[src/rtl/tkpc_pkg.sv]
// ----------------------------------------------------------------------------
// tkpc_pkg
// Shared types, codes and the per-key tick function of the two-key press
// classifier.
// ----------------------------------------------------------------------------
package tkpc_pkg;

    // Configuration register indexes.
    localparam int CfgIndexWidth = 1;
    localparam logic [CfgIndexWidth-1:0] CFG_DEBOUNCE_TICKS   = 1'b0;
    localparam logic [CfgIndexWidth-1:0] CFG_LONG_PRESS_TICKS = 1'b1;
    localparam int CfgDataWidth = 16;

    // Reset values of the configuration registers.
    localparam logic [7:0]  DEBOUNCE_TICKS_RESET   = 8'd5;
    localparam logic [15:0] LONG_PRESS_TICKS_RESET = 16'd1500;

    // Event codes reported on the result and latched into the slots.
    typedef enum logic [2:0] {
        EV_NONE        = 3'd0,
        EV_SHORT_START = 3'd1,
        EV_LONG_START  = 3'd2,
        EV_SHORT_KEEP  = 3'd3,
        EV_LONG_KEEP   = 3'd4
    } t_event;

    // Outcome of one key for one tick.
    typedef enum logic [1:0] {
        PRESS_NONE  = 2'd0,
        PRESS_SHORT = 2'd1,
        PRESS_LONG  = 2'd2
    } t_press;

    // Next state of one key and what it reports.
    typedef struct packed {
        logic [7:0]  deb;
        logic [15:0] hold;
        t_press      press;
    } t_key_step;

    // Runs one key for one tick: debounce, then hold counting once qualified.
    function automatic t_key_step key_tick(
        input logic        pressed,
        input logic [7:0]  deb,
        input logic [15:0] hold,
        input logic [7:0]  deb_ticks,
        input logic [15:0] long_ticks
    );
        t_key_step   s;
        logic [16:0] h;
        logic [16:0] thr;
        s.deb   = deb;
        s.hold  = '0;
        s.press = PRESS_NONE;
        h       = {1'b0, hold} + 17'd1;
        thr     = {1'b0, long_ticks};
        if (deb > deb_ticks) begin
            // Qualified press: count hold ticks, stop at the threshold.
            if (pressed) begin
                if (h == thr) begin
                    s.press = PRESS_LONG;
                end else if (h > thr) begin
                    h = thr;
                end
            end else begin
                if (h < thr) begin
                    s.press = PRESS_SHORT;
                end
                s.deb = '0;
            end
            s.hold = h[16] ? 16'hFFFF : h[15:0];
        end else begin
            // Still debouncing: saturating run counter.
            if (pressed) begin
                if (deb != 8'hFF) begin
                    s.deb = deb + 8'd1;
                end
            end else begin
                s.deb = '0;
            end
        end
        return s;
    endfunction

endpackage

[src/rtl/tkpc_in_if.sv]
// ----------------------------------------------------------------------------
// tkpc_in_if
// Input channel: one beat per 1 ms tick with key levels and slot acks.
// ----------------------------------------------------------------------------
interface tkpc_in_if;
    logic valid;
    logic ready;
    logic start_key_level;
    logic keep_key_level;
    logic ack_timer_slot;
    logic ack_kettle_slot;
    logic ack_unit_slot;

    modport source (
        output valid, start_key_level, keep_key_level,
               ack_timer_slot, ack_kettle_slot, ack_unit_slot,
        input  ready
    );
    modport sink (
        input  valid, start_key_level, keep_key_level,
               ack_timer_slot, ack_kettle_slot, ack_unit_slot,
        output ready
    );
endinterface

[src/rtl/tkpc_out_if.sv]
// ----------------------------------------------------------------------------
// tkpc_out_if
// Result channel: one beat per tick with the event, the slots and the totals.
// ----------------------------------------------------------------------------
interface tkpc_out_if;
    logic        valid;
    logic        ready;
    logic [2:0]  event_code;
    logic [2:0]  timer_slot;
    logic [2:0]  kettle_slot;
    logic [2:0]  unit_slot;
    logic [31:0] start_press_total;
    logic [31:0] keep_press_total;

    modport source (
        output valid, event_code, timer_slot, kettle_slot, unit_slot,
               start_press_total, keep_press_total,
        input  ready
    );
    modport sink (
        input  valid, event_code, timer_slot, kettle_slot, unit_slot,
               start_press_total, keep_press_total,
        output ready
    );
endinterface

[src/rtl/two_key_press_classifier_core.sv]
// ----------------------------------------------------------------------------
// two_key_press_classifier_core
// Debounces a start key and a keep key, classifies short and long presses,
// latches events into three read-and-clear slots and keeps press totals.
// ----------------------------------------------------------------------------
// Each input beat is one 1 ms tick. The block takes one beat per clock cycle;
// its result appears in the result register in the cycle after acceptance, and
// the next beat is accepted in the same cycle as long as that register is
// empty or being taken. The key counters, slots and totals are updated by
// one pass of logic between the accepted beat and the result register, so
// the throughput is set by that single register stage. Configuration writes
// (debounce threshold, long-press threshold) belong in idle periods.
module two_key_press_classifier_core
    import tkpc_pkg::*;
(
    input  logic                     i_clk,
    input  logic                     i_rst_n,
    input  logic                     i_cfg_we,
    input  logic [CfgIndexWidth-1:0] i_cfg_index,
    input  logic [CfgDataWidth-1:0]  i_cfg_wdata,
    tkpc_in_if.sink                  i_item,
    tkpc_out_if.source               o_result
);

    // Configuration registers.
    logic [7:0]  r_debounce_ticks;
    logic [15:0] r_long_press_ticks;

    // Key state, slots and totals.
    logic [7:0]  r_start_deb;
    logic [15:0] r_start_hold;
    logic [7:0]  r_keep_deb;
    logic [15:0] r_keep_hold;
    t_event      r_slot_timer;
    t_event      r_slot_kettle;
    t_event      r_slot_unit;
    logic [31:0] r_start_total;
    logic [31:0] r_keep_total;

    // Result register.
    logic        r_out_valid;
    t_event      r_event;

    // Next values.
    t_key_step   n_start;
    t_key_step   n_keep;
    t_event      n_event;
    t_event      n_slot_timer;
    t_event      n_slot_kettle;
    t_event      n_slot_unit;
    logic [31:0] n_start_total;
    logic [31:0] n_keep_total;

    logic        w_accept;

    // The result register frees up when its beat is taken.
    assign i_item.ready = !r_out_valid || o_result.ready;
    assign w_accept     = i_item.valid && i_item.ready;

    // One tick: acks first, start key, then keep key.
    always_comb begin
        n_slot_timer  = i_item.ack_timer_slot  ? EV_NONE : r_slot_timer;
        n_slot_kettle = i_item.ack_kettle_slot ? EV_NONE : r_slot_kettle;
        n_slot_unit   = i_item.ack_unit_slot   ? EV_NONE : r_slot_unit;
        n_event       = EV_NONE;
        n_start_total = r_start_total;
        n_keep_total  = r_keep_total;

        n_start = key_tick(!i_item.start_key_level, r_start_deb, r_start_hold,
                           r_debounce_ticks, r_long_press_ticks);
        n_keep  = key_tick(!i_item.keep_key_level, r_keep_deb, r_keep_hold,
                           r_debounce_ticks, r_long_press_ticks);

        // A start event while the keep key is debouncing or held is only a combo.
        if (n_start.press != PRESS_NONE) begin
            n_start_total = r_start_total + 32'd1;
            if (r_keep_deb == '0) begin
                n_event = (n_start.press == PRESS_SHORT) ? EV_SHORT_START
                                                         : EV_LONG_START;
            end
        end

        // The keep key sees the start key's counter after this tick.
        if (n_keep.press != PRESS_NONE) begin
            n_keep_total = r_keep_total + 32'd1;
            if (n_start.deb == '0) begin
                n_event = (n_keep.press == PRESS_SHORT) ? EV_SHORT_KEEP
                                                        : EV_LONG_KEEP;
            end
        end

        if (n_event != EV_NONE) begin
            n_slot_timer  = n_event;
            n_slot_kettle = n_event;
            n_slot_unit   = n_event;
        end
    end

    // Configuration writes.
    always_ff @(posedge i_clk) begin
        if (!i_rst_n) begin
            r_debounce_ticks   <= DEBOUNCE_TICKS_RESET;
            r_long_press_ticks <= LONG_PRESS_TICKS_RESET;
        end else if (i_cfg_we) begin
            case (i_cfg_index)
                CFG_DEBOUNCE_TICKS: begin
                    r_debounce_ticks <= i_cfg_wdata[7:0];
                end
                CFG_LONG_PRESS_TICKS: begin
                    r_long_press_ticks <= i_cfg_wdata[15:0];
                end
                default: begin
                end
            endcase
        end
    end

    // Key state, slots and totals advance on each accepted beat.
    always_ff @(posedge i_clk) begin
        if (!i_rst_n) begin
            r_start_deb   <= '0;
            r_start_hold  <= '0;
            r_keep_deb    <= '0;
            r_keep_hold   <= '0;
            r_slot_timer  <= EV_NONE;
            r_slot_kettle <= EV_NONE;
            r_slot_unit   <= EV_NONE;
            r_start_total <= '0;
            r_keep_total  <= '0;
        end else if (w_accept) begin
            r_start_deb   <= n_start.deb;
            r_start_hold  <= n_start.hold;
            r_keep_deb    <= n_keep.deb;
            r_keep_hold   <= n_keep.hold;
            r_slot_timer  <= n_slot_timer;
            r_slot_kettle <= n_slot_kettle;
            r_slot_unit   <= n_slot_unit;
            r_start_total <= n_start_total;
            r_keep_total  <= n_keep_total;
        end
    end

    // Result valid flag.
    always_ff @(posedge i_clk) begin
        if (!i_rst_n) begin
            r_out_valid <= 1'b0;
        end else if (i_item.ready) begin
            r_out_valid <= i_item.valid;
        end
    end

    // Event code of the result beat.
    always_ff @(posedge i_clk) begin
        if (w_accept) begin
            r_event <= n_event;
        end
    end

    // The slots and totals registers hold exactly the values of the last beat.
    assign o_result.valid             = r_out_valid;
    assign o_result.event_code        = r_event;
    assign o_result.timer_slot        = r_slot_timer;
    assign o_result.kettle_slot       = r_slot_kettle;
    assign o_result.unit_slot         = r_slot_unit;
    assign o_result.start_press_total = r_start_total;
    assign o_result.keep_press_total  = r_keep_total;

endmodule
[src/flat_wrapper.sv]
// flat-port wrapper written by rule: the top's interface ports become plain ports
module two_key_press_classifier_core_flat import tkpc_pkg::*;
  (i_clk, i_rst_n, i_cfg_we, i_cfg_index, i_cfg_wdata, i_item_valid, i_item_start_key_level, i_item_keep_key_level, i_item_ack_timer_slot, i_item_ack_kettle_slot, i_item_ack_unit_slot, i_item_ready, o_result_valid, o_result_event_code, o_result_timer_slot, o_result_kettle_slot, o_result_unit_slot, o_result_start_press_total, o_result_keep_press_total, o_result_ready);
  tkpc_in_if i_item_i ();
  tkpc_out_if o_result_i ();
  input  logic i_clk;
  input  logic i_rst_n;
  input  logic i_cfg_we;
  input  logic [CfgIndexWidth-1:0] i_cfg_index;
  input  logic [CfgDataWidth-1:0] i_cfg_wdata;
  input wire logic [$bits(i_item_i.valid)-1:0] i_item_valid;
  input wire logic [$bits(i_item_i.start_key_level)-1:0] i_item_start_key_level;
  input wire logic [$bits(i_item_i.keep_key_level)-1:0] i_item_keep_key_level;
  input wire logic [$bits(i_item_i.ack_timer_slot)-1:0] i_item_ack_timer_slot;
  input wire logic [$bits(i_item_i.ack_kettle_slot)-1:0] i_item_ack_kettle_slot;
  input wire logic [$bits(i_item_i.ack_unit_slot)-1:0] i_item_ack_unit_slot;
  output wire logic [$bits(i_item_i.ready)-1:0] i_item_ready;
  output wire logic [$bits(o_result_i.valid)-1:0] o_result_valid;
  output wire logic [$bits(o_result_i.event_code)-1:0] o_result_event_code;
  output wire logic [$bits(o_result_i.timer_slot)-1:0] o_result_timer_slot;
  output wire logic [$bits(o_result_i.kettle_slot)-1:0] o_result_kettle_slot;
  output wire logic [$bits(o_result_i.unit_slot)-1:0] o_result_unit_slot;
  output wire logic [$bits(o_result_i.start_press_total)-1:0] o_result_start_press_total;
  output wire logic [$bits(o_result_i.keep_press_total)-1:0] o_result_keep_press_total;
  input wire logic [$bits(o_result_i.ready)-1:0] o_result_ready;
  assign i_item_i.valid = i_item_valid;
  assign i_item_i.start_key_level = i_item_start_key_level;
  assign i_item_i.keep_key_level = i_item_keep_key_level;
  assign i_item_i.ack_timer_slot = i_item_ack_timer_slot;
  assign i_item_i.ack_kettle_slot = i_item_ack_kettle_slot;
  assign i_item_i.ack_unit_slot = i_item_ack_unit_slot;
  assign i_item_ready = i_item_i.ready;
  assign o_result_valid = o_result_i.valid;
  assign o_result_event_code = o_result_i.event_code;
  assign o_result_timer_slot = o_result_i.timer_slot;
  assign o_result_kettle_slot = o_result_i.kettle_slot;
  assign o_result_unit_slot = o_result_i.unit_slot;
  assign o_result_start_press_total = o_result_i.start_press_total;
  assign o_result_keep_press_total = o_result_i.keep_press_total;
  assign o_result_i.ready = o_result_ready;
  two_key_press_classifier_core u_core (.i_clk(i_clk), .i_rst_n(i_rst_n), .i_cfg_we(i_cfg_we), .i_cfg_index(i_cfg_index), .i_cfg_wdata(i_cfg_wdata), .i_item(i_item_i), .o_result(o_result_i));
endmodule
[config.mk]
export PLATFORM = sky130hd
export DESIGN_NAME = two_key_press_classifier_core_flat
export DESIGN_NICKNAME = d
export VERILOG_FILES = /design/src/rtl/tkpc_pkg.sv /design/src/rtl/tkpc_in_if.sv /design/src/rtl/tkpc_out_if.sv /design/src/rtl/two_key_press_classifier_core.sv /design/src/flat_wrapper.sv
export SDC_FILE = /design/constraint.sdc
export NUM_CORES = 1
export LEC_CHECK = 0
export BUFFER_PORTS_ARGS = -buffer_cell sky130_fd_sc_hd__buf_2
export CAP_MARGIN = 5
export CORE_UTILIZATION = 60
export DETAILED_ROUTE_END_ITERATION = 10
export PLACE_DENSITY_LB_ADDON = 0.1
export SLEW_MARGIN = 40
export SYNTH_ARGS = -nofsm -noshare
export SYNTH_HDL_FRONTEND = slang
export SYNTH_SLANG_ARGS = --single-unit
[constraint.sdc]
create_clock -name i_clk -period 6 [get_ports i_clk]
set_input_delay 0.3 -clock i_clk [delete_from_list [all_inputs] [get_ports i_clk]]
set_output_delay 0.3 -clock i_clk [all_outputs]
set_load 0.02 [all_outputs]
==> results by group <==
Run status
  – Outcome: completed

Route
  – Drt pass-1 iters: 7
  – Via count: slightly above 8000
  – Post-DRT Antenna Nets: 0
  – Initial DRC Count: 570
  – Wire per inst: 15.9 um
  – Drt drc: 0
  – WL final: about 22000 um
  – Vias per Instance: about 6

Power
  – Maximum vdd drop: approximately 0.22 mV
  – Leakage: between 3 and 4 nW
  – Power Density: ~220 nW/um2

Global routing
  – Initial antenna violation count: 0
  – First-pass GRT wire length: 35000 um
  – GRT Resource Usage Total: a little under 30%
  – Largest net degree at the start of global routing: 88
  – Number of global-route vias before repair: 7117
  – Congestion Overflow GR: 0

Cells and area
  – Non-Filler Instances: between 1000 and 1500
  – Area Overhead vs Synth: 13.7%
  – Most common cell after layout, fill and taps aside: dfxtp_1
  – Layout cell share with drive strength beyond 1: around 16%
  – Nets: roughly 1300
  – Core Util, Final: a little over two thirds
  – Final Cell Area: 9860 um2
  – Antenna Cells: 0
  – Highest-count cells in the layout ignoring fill and taps: 146 x dfxtp_1, 132 x nand2_1, 124 x a21oi_1

Setup path
  – Crit end category: flip-flop
  – CP max stage cell: or4_1
  – Crit start category: flip-flop
  – Cell Chain, Critical Path: and4_4 -> nand4_2 -> nor2_1 -> xor2_1 -> ha_1 -> a21oi_1 -> nor2b_1 -> a2111oi_0 -> nand3_1 -> o31ai_1 -> nand4_1 -> or4_1 -> a21oi_1
  – CP required: roughly 6.4 ns
  – CP max stage delay: 0.68 ns
  – Crit path max fanout: 16
  – Critical Path AT: 4.93 ns
  – Crit Path Class: flip-flop to flip-flop
  – Crit path top cell by count: a21oi_1

Placed design
  – Placed insts: about 1300
  – DP Wirelength: between 15000 and 20000 um
  – Global placer's final weighted congestion: between 0.8 and 0.9
  – Port-buffer cells: roughly 100
  – Placed Area: slightly above 9000 um2

CTS
  – CTS Hold Buffers Added: 0
  – Clock Latency Late Sink: about 0.43 ns
  – Post-CTS Setup Repair Bufs: 0
  – Post-CTS sizing: 0
  – Clock transition at the registers of the reported paths: around 0.06 ns
  – CTS buffer count: 17
  – CTS tree: yes
  – Clk sinks: around 150
  – Clock Path Buffers: 2
  – Root buffer cell: clkbuf_16
  – H-Tree Depth: 4

Yosys
  – Fraction of registers with async set/reset: 0%
  – Synthesized net count: between 1000 and 1500
  – Synthesized area: a little under 9000 um2
  – Cells after Synth: 1090
  – Main synth FF type: dfxtp_1
  – #FFs+latches synth: 149
  – Mapped Avg Cell Area: about 8 um2
  – Netlist cell types: 68
  – Sequential fraction of the synthesis area: a little over a third
  – Syn. warnings: 0
  – Post-synth EDFFs: 3

Timing
  – Final Hold Viols: 0
  – Fmax: between 200 and 250 MHz
  – Period utilization: around 76%
  – RSZ-0062 raised after global routing: false
  – Slew headroom: 46.4%
  – Min cycle time layout: roughly 4.6 ns
  – Worst-Margin Slew: slightly above 0.8 ns
  – Setup TNS: 0 ns
  – Setup violators final: 0
  – Final Skew: approximately 0.0084 ns
  – Max Slew Vio Count: 0

Floorplanning
  – # IOs: 105
  – Initial Util: a little over 60%
  – Die X: around 120 um
  – # rows: 43
  – Area of the die: around 15000 um2
  – Die H: 122 um
  – Core footprint: 14000 um2

Flow run
  – Max cap viols: 0

Hold path
  – Min-Delay Path Class: primary input to flip-flop
-- kinds of logic (layout without fill, tap and decap cells) --
| family | Yosys count | count (layout) | synth area share [%] |
|---|---|---|---|
| buffers and inverters | 112 | 208 | 5.03 |
| AND/OR/NAND/NOR | 410 | 410 | 24.3 |
| adder cells (fa/ha/maj) | 55 | 55 | 7.93 |
| multiplexers | 39 | 39 | 4.95 |
| XOR/XNOR | 41 | 41 | 4.14 |
| AO/OA/AOI/OAI | 284 | 284 | 19.0 |
| flip-flops | 149 | 149 | 34.7 |
-- stage by stage --
stage	power [mW]	hold WS, ns	worst slack, ns
4_1_cts	2.20	0.0891	1.44
6_report	2.19	0.0968	1.42
2_1_floorplan	1.12	0.424	2.22
5_1_grt	2.27	0.114	0.905
3_5_place_dp	1.17	0.439	1.45
3_3_place_gp	1.16	0.436	1.63
-- where the power goes --
part / switching [mW] / total (mW) / internal [mW]
clock network: 0.413 / 1.05 / 0.633
registers: 0.0131 / 1.02 / 1.00
logic: 0.0895 / 0.130 / 0.0408
-- registers in the layout (all words and copies together) (netlist names) --
signal	flops
u_core.o_result.keep_press_total	32
u_core.o_result.start_press_total	32
u_core.r_keep_hold	16
u_core.r_long_press_ticks	16
u_core.r_start_hold	16
u_core.r_debounce_ticks	8
u_core.r_keep_deb	8
u_core.r_start_deb	8
u_core.o_result.event_code	3
u_core.o_result.kettle_slot	3
u_core.o_result.timer_slot	3
u_core.o_result.unit_slot	3
u_core.o_result.valid	1
-- worst paths after layout --
kind                                  startpoint                                   end  slack [ns]  cells past startpoint
hold / removal                   i_cfg_wdata[10]         u_core.r_long_press_ticks[10]         0.1                      3
setup reg to reg           u_core.r_keep_hold[2]  u_core.o_result.keep_press_total[18]        1.42                     13
setup / recovery           u_core.r_keep_hold[2]  u_core.o_result.keep_press_total[18]        1.42                     13
hold reg to reg   u_core.o_result.kettle_slot[0]        u_core.o_result.kettle_slot[0]        0.45                      2
-- worst max-delay path, delay by kind of cell, from the launching register on --
| kind | cells | cell delay (ns) |
|---|---|---|
| adder cells (fa/ha/maj) | 1 | 0.28 |
| XOR/XNOR | 1 | 0.22 |
| AND/OR/NAND/NOR | 7 | 2.18 |
| flip-flops | 1 | 0.45 |
| AO/OA/AOI/OAI | 4 | 1.36 |
-- cell usage after synthesis (9+ instances only) --
master,instances,area [um2]
nor2_1,54,203
ha_1,55,688
inv_1,66,248
xor2_1,20,175
xnor2_1,21,184
o21ai_0,84,420
nand4_1,42,263
a21oi_1,124,621
nand2_1,132,495
nor4_1,10,62.6
dfxtp_1,146,2920
or4_1,13,97.6
mux2_2,31,349
or3_1,41,257
clkbuf_1,37,139
o31ai_1,9,67.6
nand3_1,43,215
nand2b_1,13,81.3
nor3_1,17,85.1
and3_1,12,75.1
a211oi_1,11,82.6
o211ai_1,17,128
-- cell type report --
class                           count  area [um2]
Timing Repair Buffer              109         562
Clock inverter                      8         100
Sequential cell                   149        3010
Tap cell                          180         225
Fill cell                        1184        4130
Inverter                           67         253
Clock buffer                       24         472
Multi-Input combinational cell    829        5240
-- metal layers --
layer / vias to the layer above / share of wire (%) / routed length (um) / GRT usage [%]
li1: 4132 / - / - / -
met1: 3821 / 49 / 10700 / 43.7
met2: 239 / 43 / 9390 / 43.7
met3: 31 / 6.0 / 1300 / 4.93
met4: 0 / 1.4 / 293 / 9.53
met5: - / 0 / 0 / 0
Note: power is estimated with default switching activity, not from simulation.
